<file path="config.mk">
export PLATFORM = sky130hd
export DESIGN_NAME = ptw_ctrl
export DESIGN_NICKNAME = d
export VERILOG_FILES = /design/src/rtl/ptw_pkg.sv /design/src/rtl/ptw_ctrl.sv
export VERILOG_INCLUDE_DIRS = /design/src /design/src/rtl
export SDC_FILE = /design/constraint.sdc
export NUM_CORES = 1
export LEC_CHECK = 0
export BUFFER_PORTS_ARGS = -buffer_cell sky130_fd_sc_hd__buf_2
export CAP_MARGIN = 15
export CELL_PAD_IN_SITES_DETAIL_PLACEMENT = 0
export CELL_PAD_IN_SITES_GLOBAL_PLACEMENT = 2
export CORE_MARGIN = 8
export CORE_UTILIZATION = 21
export CTS_CLUSTER_SIZE = 25
export DETAILED_ROUTE_END_ITERATION = 10
export GPL_TIMING_DRIVEN = 0
export PLACE_DENSITY = 0.81
export SETUP_SLACK_MARGIN = 0.2
export SYNTH_ARGS = -nofsm -noshare
export SYNTH_HDL_FRONTEND = slang
export SYNTH_SLANG_ARGS = --single-unit
export TNS_END_PERCENT = 20
</file>
<file path="constraint.sdc">
create_clock -name clk -period 2.1 [get_ports clk]
set_clock_uncertainty 0.15 [all_clocks]
set_input_delay 0.105 -clock clk [delete_from_list [all_inputs] [get_ports clk]]
set_output_delay 0.105 -clock clk [all_outputs]
set_load 0.02 [all_outputs]
</file>
<file path="src/rtl/four_level_page_table_walker_unit_macros.svh">
// four_level_page_table_walker_unit_macros.svh: assertion macros for the walker
// no dependencies; taken in by the modules that carry assertions
`ifndef FOUR_LEVEL_PAGE_TABLE_WALKER_UNIT_MACROS_SVH
`define FOUR_LEVEL_PAGE_TABLE_WALKER_UNIT_MACROS_SVH

// consequent must hold in the same cycle as the antecedent
`define PTW_ASSERT_SAME(label, clk, rst, ante, cons) \
  label: assert property (@(posedge clk) disable iff (rst) (ante) |-> (cons)) \
    else $error("page table walker check failed");

// consequent must hold in the cycle after the antecedent
`define PTW_ASSERT_NEXT(label, clk, rst, ante, cons) \
  label: assert property (@(posedge clk) disable iff (rst) (ante) |=> (cons)) \
    else $error("page table walker check failed");

`endif

</file>
<file path="src/rtl/ptw_pkg.sv">
// ptw_pkg.sv: widths, entry bit positions, codes and control structs
// shared by the page table walker controller, datapath and top level
package ptw_pkg;

  // default table memory depth in 64-bit words
  localparam int MEM_WORDS_DEF = 4096;

  // field widths
  localparam int ROOT_W  = 40;
  localparam int VA_W    = 48;
  localparam int PA_W    = 52;
  localparam int ENT_W   = 64;
  localparam int WIDX_W  = 12;
  localparam int IDX_W   = 9;
  localparam int TADDR_W = ROOT_W + IDX_W;
  localparam int PSZ_W   = 2;

  // entry bit positions
  localparam int BIT_P  = 0;
  localparam int BIT_RW = 1;
  localparam int BIT_US = 2;
  localparam int BIT_PS = 7;
  localparam int BIT_G  = 8;
  localparam int BIT_NX = 63;

  // command codes
  localparam logic CMD_WRITE = 1'b0;
  localparam logic CMD_XLATE = 1'b1;

  // level of the entry held in the read register
  localparam logic [1:0] LVL_1 = 2'd0;
  localparam logic [1:0] LVL_2 = 2'd1;
  localparam logic [1:0] LVL_3 = 2'd2;
  localparam logic [1:0] LVL_4 = 2'd3;

  // page size codes
  localparam logic [PSZ_W-1:0] PSZ_4K = 2'd0;
  localparam logic [PSZ_W-1:0] PSZ_2M = 2'd1;
  localparam logic [PSZ_W-1:0] PSZ_1G = 2'd2;

  // controller to datapath
  typedef struct packed {
    logic clr_step;
    logic tbl_wr;
    logic start;
    logic issue;
    logic fin_leaf;
    logic fin_miss;
  } ptw_cmd_t;

  // datapath to controller
  typedef struct packed {
    logic clr_last;
    logic root_oob;
    logic wr_oob;
    logic present;
    logic leaf;
    logic next_oob;
  } ptw_stat_t;

endpackage

</file>
<file path="src/rtl/ptw_ctrl.sv">
// ptw_ctrl.sv: walker controller state machine, input and output handshakes
// uses ptw_pkg and the assertion macros header; steers ptw_dp
`include "four_level_page_table_walker_unit_macros.svh"

module ptw_ctrl (
  input  logic               clk,
  input  logic               rst,
  input  logic               in_valid,
  input  logic               cmd,
  output logic               in_stall,
  output logic               out_valid,
  input  logic               out_stall,
  input  ptw_pkg::ptw_stat_t stat,
  output ptw_pkg::ptw_cmd_t  ctl_cmd
);

  localparam logic [1:0] S_CLEAR = 2'd0;
  localparam logic [1:0] S_IDLE  = 2'd1;
  localparam logic [1:0] S_WALK  = 2'd2;
  localparam logic [1:0] S_MISS  = 2'd3;

  logic [1:0] state;
  logic [1:0] state_next;
  logic       accept;
  logic       out_free;
  logic       fin_any;

  assign in_stall = (state != S_IDLE);
  assign accept   = in_valid && !in_stall;
  assign out_free = !out_valid || !out_stall;
  assign fin_any  = ctl_cmd.fin_leaf || ctl_cmd.fin_miss;

  // next state and datapath commands
  always_comb begin
    state_next = state;
    ctl_cmd    = '0;
    case (state)
      S_CLEAR: begin
        ctl_cmd.clr_step = 1'b1;
        if (stat.clr_last) begin
          state_next = S_IDLE;
        end
      end
      S_IDLE: begin
        if (accept) begin
          if (cmd == ptw_pkg::CMD_WRITE) begin
            ctl_cmd.tbl_wr = !stat.wr_oob;
          end else begin
            ctl_cmd.start = 1'b1;
            if (stat.root_oob) begin
              state_next = S_MISS;
            end else begin
              ctl_cmd.issue = 1'b1;
              state_next    = S_WALK;
            end
          end
        end
      end
      S_WALK: begin
        // absent entry or next table outside memory ends unmapped
        if (!stat.present || (!stat.leaf && stat.next_oob)) begin
          if (out_free) begin
            ctl_cmd.fin_miss = 1'b1;
            state_next       = S_IDLE;
          end
        end else if (stat.leaf) begin
          if (out_free) begin
            ctl_cmd.fin_leaf = 1'b1;
            state_next       = S_IDLE;
          end
        end else begin
          ctl_cmd.issue = 1'b1;
        end
      end
      S_MISS: begin
        if (out_free) begin
          ctl_cmd.fin_miss = 1'b1;
          state_next       = S_IDLE;
        end
      end
      default: begin
        state_next = S_IDLE;
      end
    endcase
  end

  always_ff @(posedge clk) begin
    if (rst) begin
      state <= S_CLEAR;
    end else begin
      state <= state_next;
    end
  end

  // output word slot
  always_ff @(posedge clk) begin
    if (rst) begin
      out_valid <= 1'b0;
    end else if (fin_any) begin
      out_valid <= 1'b1;
    end else if (!out_stall) begin
      out_valid <= 1'b0;
    end
  end

  // checks
  `PTW_ASSERT_SAME(a_fin_slot_free, clk, rst, fin_any, out_free)
  `PTW_ASSERT_NEXT(a_fin_shows_word, clk, rst, fin_any, out_valid)
  `PTW_ASSERT_SAME(a_issue_no_fin, clk, rst, ctl_cmd.issue, !fin_any)
  `PTW_ASSERT_SAME(a_clear_alone, clk, rst, ctl_cmd.clr_step, !ctl_cmd.tbl_wr && !ctl_cmd.start)

endmodule

</file>
## Word-level counts from Yosys, hierarchy flattened

Cells that the tools add are included.

- Flip-flop bits (word level): 3
- Output and inout port bits: 8
- Word-level logic and storage cells: 48

- Equal/unequal tests: 9
- Muxes and demuxes: 24
- Reductions and logical operators: 13

Operator list:

| kind | count |
|---|---|
| $mux 2 | 9 |
| $mux 1 | 11 |
| $pmux 2 s4 | 1 |
| $logic_not 1->1 | 6 |
| $ne 2x2->1 const B | 3 |
| $eq 2x2->1 const B | 2 |
| $ne 2x1->1 const B | 2 |
| $pmux 1 s2 | 2 |
| $reduce_and 4->1 | 1 |
| $logic_or 1x1->1 | 3 |
| $mux 3 | 1 |
| $ne 3x3->1 const B | 1 |
| $eq 2x1->1 const B | 1 |
| $logic_and 1x1->1 | 2 |
| $logic_not 2->1 | 1 |

## Depth between registers and ports, before layout

Gate-level depths: netlist of run 1.

- Word-level depth: 8
- Depth in mapped cells: 5
- Mapped depth without buffers: 5

## Worst setup path after synthesis of run 1

OpenSTA, ideal clock, no wires.

- Path type: reg2reg
- Start point: reg state[0]
- End point: reg state[0]
- Arrival: 1.363 ns
- Path slack: 0.515 ns
- Cell stages (with the launch flop): 6
- Buffers on the path: 0
- Clock period less this slack: 1.585 ns
- Cell sequence: dfxtp_1 inv_1 ha_1 nor4bb_4 a2111oi_4 mux2i_1

- Cells in the longest elaborated chain, start to end: 5

RTL lines:

| item | line | text |
|---|---|---|
| start: declaration | ptw_ctrl.sv:22 | `logic [1:0] state;` |
| start signal: assignment | ptw_ctrl.sv:91 | `state <= state_next;` |
| $ne 2x1->1 | ptw_ctrl.sv:28 | `assign in_stall = (state != S_IDLE);` |
| $logic_not 1->1 | ptw_ctrl.sv:29 | `assign accept = in_valid && !in_stall;` |
| $logic_and 1x1->1 | ptw_ctrl.sv:29 |  |
| $ne 2x2->1 (no line) | -- |  |
| $reduce_and 4->1 (no line) | -- |  |

Parallel ways exist; a longest one is shown, timed or not. The select of a mux whose other input is x is not followed.
A chain may end at the register's enable or synchronous reset.

==> results.json, run 1 <==
{
  "path_cells": "inv_1 > ha_1 > and3_1 > nor2b_1 > o21a_1 > buf_2",
  "cts_num_sinks": 3,
  "root_buffer": "clkbuf_4",
  "utilization": 0.322,
  "die_h_um": 55.7,
  "pin_count": 19,
  "final_nets": 75,
  "die_w_um": 55.7,
  "grtUsageTotal": 0.0603,
  "r2r_cells": 5,
  "synth_fp_nets": 51,
  "status": "complete, no violations",
  "regArea_sq_um": 60.1,
  "ys_seq_area_frac": 0.182,
  "synth_warnings": 0,
  "cp-end-kind": "output pin",
  "final_hold_viol_count": 0,
  "syn-cell-area_sq_um": 330,
  "powerDensity_nw_per_um2": 1070,
  "wirelength_um": 832,
  "routedWlPerCell_um": 11.1,
  "period_share": 0.827,
  "setup_violations": 0,
  "cp_max_fo": 5,
  "hold_path_depth": 3,
  "grt_max_degree": 6,
  "core_sq_um": 1490,
  "avgViaCountPerCell": 4.25,
  "numCtsBuffers": 3,
  "antenna_found_initial": 0,
  "portBuffers": 18,
  "worstSetupPathType": "flop to output pin",
  "yosysUniqueCellTypes": 21,
  "rsz0062_at_grt": "no",
  "first_pass_iters": 4,
  "grt_overflow": 0,
  "syn_avg_cell_area_sq_um": 9.18,
  "crit_required_ps": 1850,
  "die_area_sq_um": 3100,
  "finalWeightedCongestion": 0.672,
  "drv_slew": 0,
  "p_leak_nw": 0.258,
  "antenna_cells": 0,
  "area_delta_synth_final_pct": 45.1,
  "timing.setup.tns_ps": 0,
  "post_cts.repair.setup_buffers": 0,
  "vdd_drop_max_v": 0.000379,
  "grt_pass1_wl_mm": 1.55,
  "mostFrequentLayoutCell": "buf_2",
  "clock_latency_ps": 230,
  "cap_violations": 0,
  "num-fill-cells": 172,
  "synth_cells": 36,
  "slew-limit-headroom": 0.759,
  "worst_slew_pin_slew_ps": 358,
  "hold_class": "input pin to flop",
  "drc": 0,
  "critPathArrivalTime_ps": 1480,
  "final_layout_size_suffix_gt1_frac": 0.441,
  "fmax_ghz": 0.576,
  "clock_path_buffers": 2,
  "dp_hpwl_um": 719,
  "vias": 319,
  "grt_pass1_vias": 383,
  "rows": 14,
  "crit_slowest_cell": "dfxtp_1",
  "final_cell_mix": "buf_2 (18), inv_1 (6)",
  "cts_tree": "yes",
  "slowest_delay_ps": 360,
  "start_util": 0.222,
  "ys_ff_latch": 3,
  "period_minus_slack_ps": 1740,
  "cts.clk_slew.worst_paths_ps": 40,
  "cp-start-kind": "flop",
  "drt_iter0_markers": 12,
  "antenna_left": 0,
  "multi_input_area_sq_um": 250,
  "h-tree-depth": 1
}
## report_power, final
part | switching, mW | internal [mW]
registers | 0.0234 | 0.0799
logic | 0.168 | 0.142
clock network | 0.0284 | 0.0711
## cell type report
| type | instances | share of cell area |
|---|---|---|
| tap | 16 | 0.0418 |
| sequential | 3 | 0.125 |
| clock buffer | 4 | 0.0548 |
| multi-input combinational | 27 | 0.522 |
| inverter | 6 | 0.0470 |
| timing repair buffer | 19 | 0.209 |
## stage by stage
stage | hold WS, ps | setup WS, ps | instance area, sq um | std cells | total power, mW
global placement | 171 | 376 | 440 | 70 | 0.416
global route | 78.2 | 222 | 479 | 75 | 0.570
floorplan | 24.1 | 515 | 330 | 36 | 0.334
detailed placement | 172 | 381 | 440 | 70 | 0.418
CTS | 45.9 | 300 | 477 | 75 | 0.526
finish | 42.5 | 363 | 479 | 75 | 0.513
## cell families after synthesis
family                     Yosys count  share of synthesized area
AOI/OAI and AO/OA                   11                      0.288
adders and majority gates            4                      0.152
buffers and inverters                6                     0.0682
DFF                                  3                      0.182
muxes                                2                     0.0606
and+or+nand+nor                     10                      0.250
## critical path: cells and delay by family (launching register included)
kind            cells  cell delay (ps)
fa+ha+maj           1              220
simple gates        2              290
flops               1              360
compound gates      1              150
buf+inv             2              230
## final timing paths
| path | from | end | slack [ps] |
|---|---|---|---|
| worst max-delay path | state[1]$_SDFFE_PP0P_ | ctl_cmd[2] | 360 |
| worst min-delay path | stat[4] | state[0]$_SDFFE_PP0P_ | 40 |
| worst max register to register | state[0]$_SDFFE_PP0P_ | state[1]$_SDFFE_PP0P_ | 450 |
| worst min register to register | state[1]$_SDFFE_PP0P_ | state[1]$_SDFFE_PP0P_ | 440 |
## synthesized netlist by cell type, drive strengths merged
| cell type | instances | area share |
|---|---|---|
| o21bai | 1 | 0.023 |
| inv | 6 | 0.068 |
| o21a | 1 | 0.023 |
| nand2 | 1 | 0.011 |
| dfxtp | 3 | 0.18 |
| o31ai | 1 | 0.023 |
| ha | 4 | 0.15 |
| o211a | 1 | 0.030 |
| or2b | 3 | 0.076 |
| nor3 | 1 | 0.015 |
| o21ai | 1 | 0.015 |
| a21boi | 1 | 0.023 |
| nor4bb | 1 | 0.076 |
| mux2i | 2 | 0.061 |
| nor2b | 2 | 0.038 |
| a21oi | 3 | 0.045 |
| and3 | 1 | 0.019 |
| a22oi | 1 | 0.023 |
| nand3 | 1 | 0.015 |
| a2111oi | 1 | 0.083 |
## layer usage
metal	up-vias	share of wire	routed length (um)	GRT usage
met4	0	0	0	0.0423
met2	6	0.53	441	0.0978
met3	0	0.060	50	0.0274
met5	-	0	0	0
li1	173	-	-	-
met1	140	0.41	340	0.0596
## flip-flops by register name (all words and copies together) (netlist names)
signal	count
out_valid	1
state	2
## repair_timing
action	CTS	global route
setup endpoints to repair	0	1
endpoints found under the hold margin	1	0
resized for setup	0	1
hold buffers	1	0
No activity file was read; power rests on OpenSTA's default activity.
==> inputs of run 2 (changes only) <==
==> constraint.sdc (replaced) <==
create_clock -name clk -period 1.66 [get_ports clk]
set_clock_uncertainty 0.15 [all_clocks]
set_input_delay 0.083 -clock clk [delete_from_list [all_inputs] [get_ports clk]]
set_output_delay 0.083 -clock clk [all_outputs]
set_load 0.02 [all_outputs]
==> run 2 against run 1 <==
Die area stayed put; highest routed layer unchanged; sequential power is 61% higher; sequential share of layout area is 0.53 points lower; core utilization is 5.6 points higher; clock power is 27% higher.
==> results.json, run 2 (synthesis results as in run 1) <==
{
  "largest_reg_flops": 2,
  "final_cell_mix": "buf_2 (14), buf_4 (5), inv_1 (4), clkbuf_4 (3)",
  "dp.cells": 70,
  "status": "complete, no violations",
  "worstSetupPathType": "flop to output pin",
  "clock_path_buffers": 2,
  "drc": 0,
  "numCtsBuffers": 3,
  "h-tree-depth": 1,
  "final_cells": 77,
  "powerDensity_nw_per_um2": 1360,
  "portBuffers": 18,
  "cts_num_sinks": 3,
  "finalWeightedCongestion": 0.626,
  "grtUsageTotal": 0.0593,
  "vias": 347,
  "slew-limit-headroom": 0.773,
  "slowest_delay_ps": 370,
  "grt_pass1_vias": 355,
  "first_pass_iters": 1,
  "crit_slowest_cell": "dfxtp_4",
  "die_area_sq_um": 3100,
  "grt_max_degree": 6,
  "cap_violations": 0,
  "root_buffer": "clkbuf_4",
  "worst_slew_pin_slew_ps": 337,
  "final_layout_size_suffix_gt1_frac": 0.623,
  "period_share": 0.967,
  "critPathArrivalTime_ps": 1370,
  "antenna_left": 0,
  "drv_slew": 0,
  "mostFrequentLayoutCell": "buf_2",
  "final_hold_viol_count": 0,
  "p_leak_nw": 0.269,
  "top_regs": "state x2, out_valid x1",
  "wirelength_um": 877,
  "grt_overflow": 0,
  "rows": 14,
  "cp-end-kind": "output pin",
  "antenna_found_initial": 0,
  "routedWlPerCell_um": 11.4,
  "final_nets": 77,
  "path_cells": "inv_4 > ha_4 > and3_4 > nor2b_1 > o21a_1 > buf_6",
  "cp_max_fo": 4,
  "start_util": 0.222,
  "die_w_um": 55.7,
  "clock_latency_ps": 230,
  "vdd_drop_max_v": 0.000656,
  "die_h_um": 55.7,
  "antenna_cells": 0,
  "core_sq_um": 1490,
  "hold_class": "input pin to flop",
  "path_buf_inv": 2,
  "finalPower_mw": 0.768,
  "setup_violations": 0,
  "crit_required_ps": 1430,
  "period_minus_slack_ps": 1600,
  "rsz0062_at_grt": "yes",
  "regMostFlops": "state",
  "area_delta_synth_final_pct": 70.5,
  "drt_iter0_markers": 0,
  "cp-start-kind": "flop",
  "dp_hpwl_um": 704,
  "critical_path.top_delay_family": "flip-flops",
  "fmax_ghz": 0.623,
  "avgViaCountPerCell": 4.51,
  "cts_tree": "yes",
  "pin_count": 19,
  "grt_pass1_wl_mm": 1.53,
  "cts.clk_slew.worst_paths_ps": 30
}
## run 2: cell types whose count changed in the layout (fill, tap and decap cells not counted), sizes merged
cell	before	now
buf	18	20
## run 2: stage by stage
| step | area (sq um) | util | TNS, ps | hold WS (ps) | worst slack [ps] |
|---|---|---|---|---|---|
| 2_1_floorplan | 348 | - | 0 | 2.07 | 106 |
| 3_3_place_gp | 458 | 0.308 | -3.49 | 150 | -2.38 |
| 3_5_place_dp | 458 | 0.308 | -7.04 | 156 | -7.04 |
| 4_1_cts | 543 | 0.365 | 0 | 13.4 | 37.6 |
| 5_1_grt | 563 | 0.378 | -6.95 | 27.7 | -6.95 |
| 6_report | 563 | 0.378 | 0 | 10.5 | 55.5 |
## run 2: per-layer routing
layer  routed length, um  track usage
met1                 373       0.0596
met2                 461        0.103
met3                  43       0.0297
met4                   0       0.0211
met5                   0            0
## run 2: where the power goes
group          switching [mW]  total, mW  leakage [nW]  internal (mW)
Combinational           0.240      0.477         0.228          0.237
Sequential             0.0513      0.166        0.0259          0.115
Clock                  0.0357      0.126        0.0150         0.0899
## run 2: timing repair
| item | CTS | global route |
|---|---|---|
| hold buffers | 1 | 0 |
| pin swaps | 3 | 2 |
| setup buffers | 2 | 0 |
| endpoints found under the setup margin | 6 | 6 |
| gates resized for setup | 10 | 7 |
| hold endpoints to repair | 1 | 0 |
## run 2: final cells by class
type / count / area, sq um
fillers: 151 / 926
flip-flops and latches: 3 / 67.6
well taps: 16 / 20.0
multi-input cells: 27 / 293
inverters: 6 / 27.5
clock buffers: 4 / 26.3
repair buffers: 21 / 129
## run 2: worst reg2reg max path: cells and delay by family (launching register included)
family          cells  cell delay [ps]
compound gates      1              380
fa+ha+maj           1              150
buf+inv             1               50
flops               1              380
simple gates        1              160
mux                 1              220
## run 2: worst paths after layout
check	end	slack [ps]	cells past startpoint	from
max	ctl_cmd[2]	60	6	state[1]$_SDFFE_PP0P_
min	state[0]$_SDFFE_PP0P_	10	3	stat[4]
max reg2reg	state[0]$_SDFFE_PP0P_	110	5	state[0]$_SDFFE_PP0P_
min reg2reg	state[1]$_SDFFE_PP0P_	450	2	state[1]$_SDFFE_PP0P_
==> inputs of run 3 (changes only) <==
--- a/config.mk
+++ b/config.mk
@@ -11,11 +11,12 @@
 export CELL_PAD_IN_SITES_DETAIL_PLACEMENT = 0
 export CELL_PAD_IN_SITES_GLOBAL_PLACEMENT = 2
 export CORE_MARGIN = 8
-export CORE_UTILIZATION = 21
+export CORE_UTILIZATION = 23
 export CTS_CLUSTER_SIZE = 25
 export DETAILED_ROUTE_END_ITERATION = 10
 export GPL_TIMING_DRIVEN = 0
-export PLACE_DENSITY = 0.81
+export PLACE_DENSITY = 0.86
+export RECOVER_POWER = 100
 export SETUP_SLACK_MARGIN = 0.2
 export SYNTH_ARGS = -nofsm -noshare
 export SYNTH_HDL_FRONTEND = slang
==> constraint.sdc (replaced) <==
create_clock -name clk -period 1.95 [get_ports clk]
set_clock_uncertainty 0.15 [all_clocks]
set_input_delay 0.0975 -clock clk [delete_from_list [all_inputs] [get_ports clk]]
set_output_delay 0.0975 -clock clk [all_outputs]
set_load 0.02 [all_outputs]
==> run 3 against run 2 <==
Sequential share of layout area rose by 0.85 points; clock power is 13% lower; sequential power shrank 23%; critical endpoint is now state[1]$_SDFFE_PP0P_; largest power group unchanged; highest routed layer is now met4.
==> results.json, run 3 (synthesis results as in run 1) <==
{
  "pin_count": 19,
  "num-fill-cells": 144,
  "drt_iter0_markers": 4,
  "routedWlPerCell_um": 13.0,
  "slowest_delay_ps": 440,
  "p_leak_nw": 0.237,
  "grt_pass1_vias": 333,
  "setup_violations": 0,
  "worstSetupPathType": "flop to flop",
  "grt_max_degree": 6,
  "cp-start-kind": "flop",
  "final_nets": 75,
  "antenna_cells": 0,
  "rsz0062_at_grt": "no",
  "cts_tree": "yes",
  "utilization": 0.377,
  "die_area_sq_um": 2900,
  "p_int_mw": 0.331,
  "clock_latency_ps": 230,
  "drc": 0,
  "antenna_found_initial": 0,
  "p_seq_frac": 0.211,
  "hold_class": "input pin to flop",
  "clock_path_buffers": 2,
  "die_h_um": 53.9,
  "cap_violations": 0,
  "grtUsageTotal": 0.0688,
  "period_minus_slack_ps": 1720,
  "die_w_um": 53.9,
  "rows": 13,
  "fmax_ghz": 0.580,
  "area_delta_synth_final_pct": 50.4,
  "vias": 326,
  "post_cts.repair.setup_buffers": 0,
  "powerDensity_nw_per_um2": 1210,
  "crit_required_ps": 1950,
  "status": "complete, no violations",
  "dp_hpwl_um": 772,
  "vdd_drop_max_v": 0.000590,
  "p_comb_frac": 0.608,
  "numCtsBuffers": 3,
  "drv_slew": 0,
  "cts_num_sinks": 3,
  "crit_slowest_cell": "dfxtp_1",
  "slew-limit-headroom": 0.729,
  "final_cell_mix": "buf_2 (12), clkbuf_1 (7), inv_1 (5), a21oi_1 (3), clkbuf_4 (3)",
  "final_layout_size_suffix_gt1_frac": 0.390,
  "worst_slew_pin_slew_ps": 403,
  "h-tree-depth": 1,
  "finalWeightedCongestion": 0.662,
  "timing.setup.tns_ps": 0,
  "first_pass_iters": 4,
  "period_share": 0.884,
  "clockPowerShare": 0.181,
  "core_sq_um": 1320,
  "root_buffer": "clkbuf_4",
  "multi_input_area_sq_um": 273,
  "final_hold_viol_count": 0,
  "top_regs": "state x2, out_valid x1",
  "portBuffers": 18,
  "cp-end-kind": "flop",
  "antenna_left": 0,
  "start_util": 0.251,
  "path_cells": "inv_2 > ha_4 > nor4bb_4 > a2111oi_4 > mux2i_1",
  "avgViaCountPerCell": 4.41,
  "grt_pass1_wl_mm": 1.41,
  "largest_reg_flops": 2,
  "critPathArrivalTime_ps": 1730,
  "cts.clk_slew.worst_paths_ps": 40,
  "grt_overflow": 0,
  "regArea_sq_um": 63.8,
  "switching_share": 0.451,
  "wirelength_um": 962,
  "cp_max_fo": 5,
  "mostFrequentLayoutCell": "buf_2",
  "p_sw_mw": 0.272,
  "regMostFlops": "state"
}
==> run 3: final timing paths <==
| path | start | endpoint | slack (ps) | cells after the start |
|---|---|---|---|---|
| worst max-delay path | state[0]$_SDFFE_PP0P_ | state[1]$_SDFFE_PP0P_ | 230 | 5 |
| worst min-delay path | stat[4] | state[0]$_SDFFE_PP0P_ | 20 | 3 |
| worst max register to register | state[0]$_SDFFE_PP0P_ | state[1]$_SDFFE_PP0P_ | 230 | 5 |
| worst min register to register | out_valid$_SDFFE_PP0P_ | out_valid$_SDFFE_PP0P_ | 430 | 2 |
==> run 3: area by class of cell <==
type | count | area share
multi-input combinational | 27 | 0.549
timing repair buffer | 19 | 0.186
sequential | 3 | 0.128
clock buffer | 4 | 0.0529
inverter | 6 | 0.0453
tap | 15 | 0.0378
==> run 3: what timing repair did <==
action / CTS / global route
hold endpoints to repair: 1 / 0
gates resized for setup: 4 / 4
hold buffers: 1 / 0
setup endpoints to repair: 3 / 3
pin swaps: 0 / 1
==> run 3: power groups by stage <==
| stage | logic, mW | registers (mW) | clock network, mW |
|---|---|---|---|
| floorplan | 0.247 | 0.113 | 0 |
| global route | 0.400 | 0.133 | 0.116 |
| CTS | 0.359 | 0.119 | 0.116 |
| global placement | 0.337 | 0.112 | 0 |
| detailed placement | 0.344 | 0.112 | 0 |
| finish | 0.366 | 0.127 | 0.109 |
==> run 3: metal layers <==
layer,share of wire,GRT usage,wire [um]
met1,0.39,0.0699,372
met5,0,0,0
met2,0.50,0.102,481
met3,0.087,0.0248,84
met4,0.024,0.0756,23
==> run 3: stage by stage <==
step                      std cells  total power, mW  hold WS (ps)  instance area (sq um)  setup WS, ps
after detailed placement         69            0.456           168                    439           210
after CTS                        74            0.594          23.1                    489           212
after floorplan                  36            0.360          16.6                    330           365
final                            74            0.603          24.5                    497           226
after global routing             74            0.649          52.2                    497           129
after global placement           69            0.448           162                    439           232
==> run 3: critical path: cells and delay by family (launching register included) <==
kind / cells / cell delay, ps
compound gates: 1 / 400
fa+ha+maj: 1 / 180
buf+inv: 1 / 90
flops: 1 / 440
mux: 1 / 220
simple gates: 1 / 160
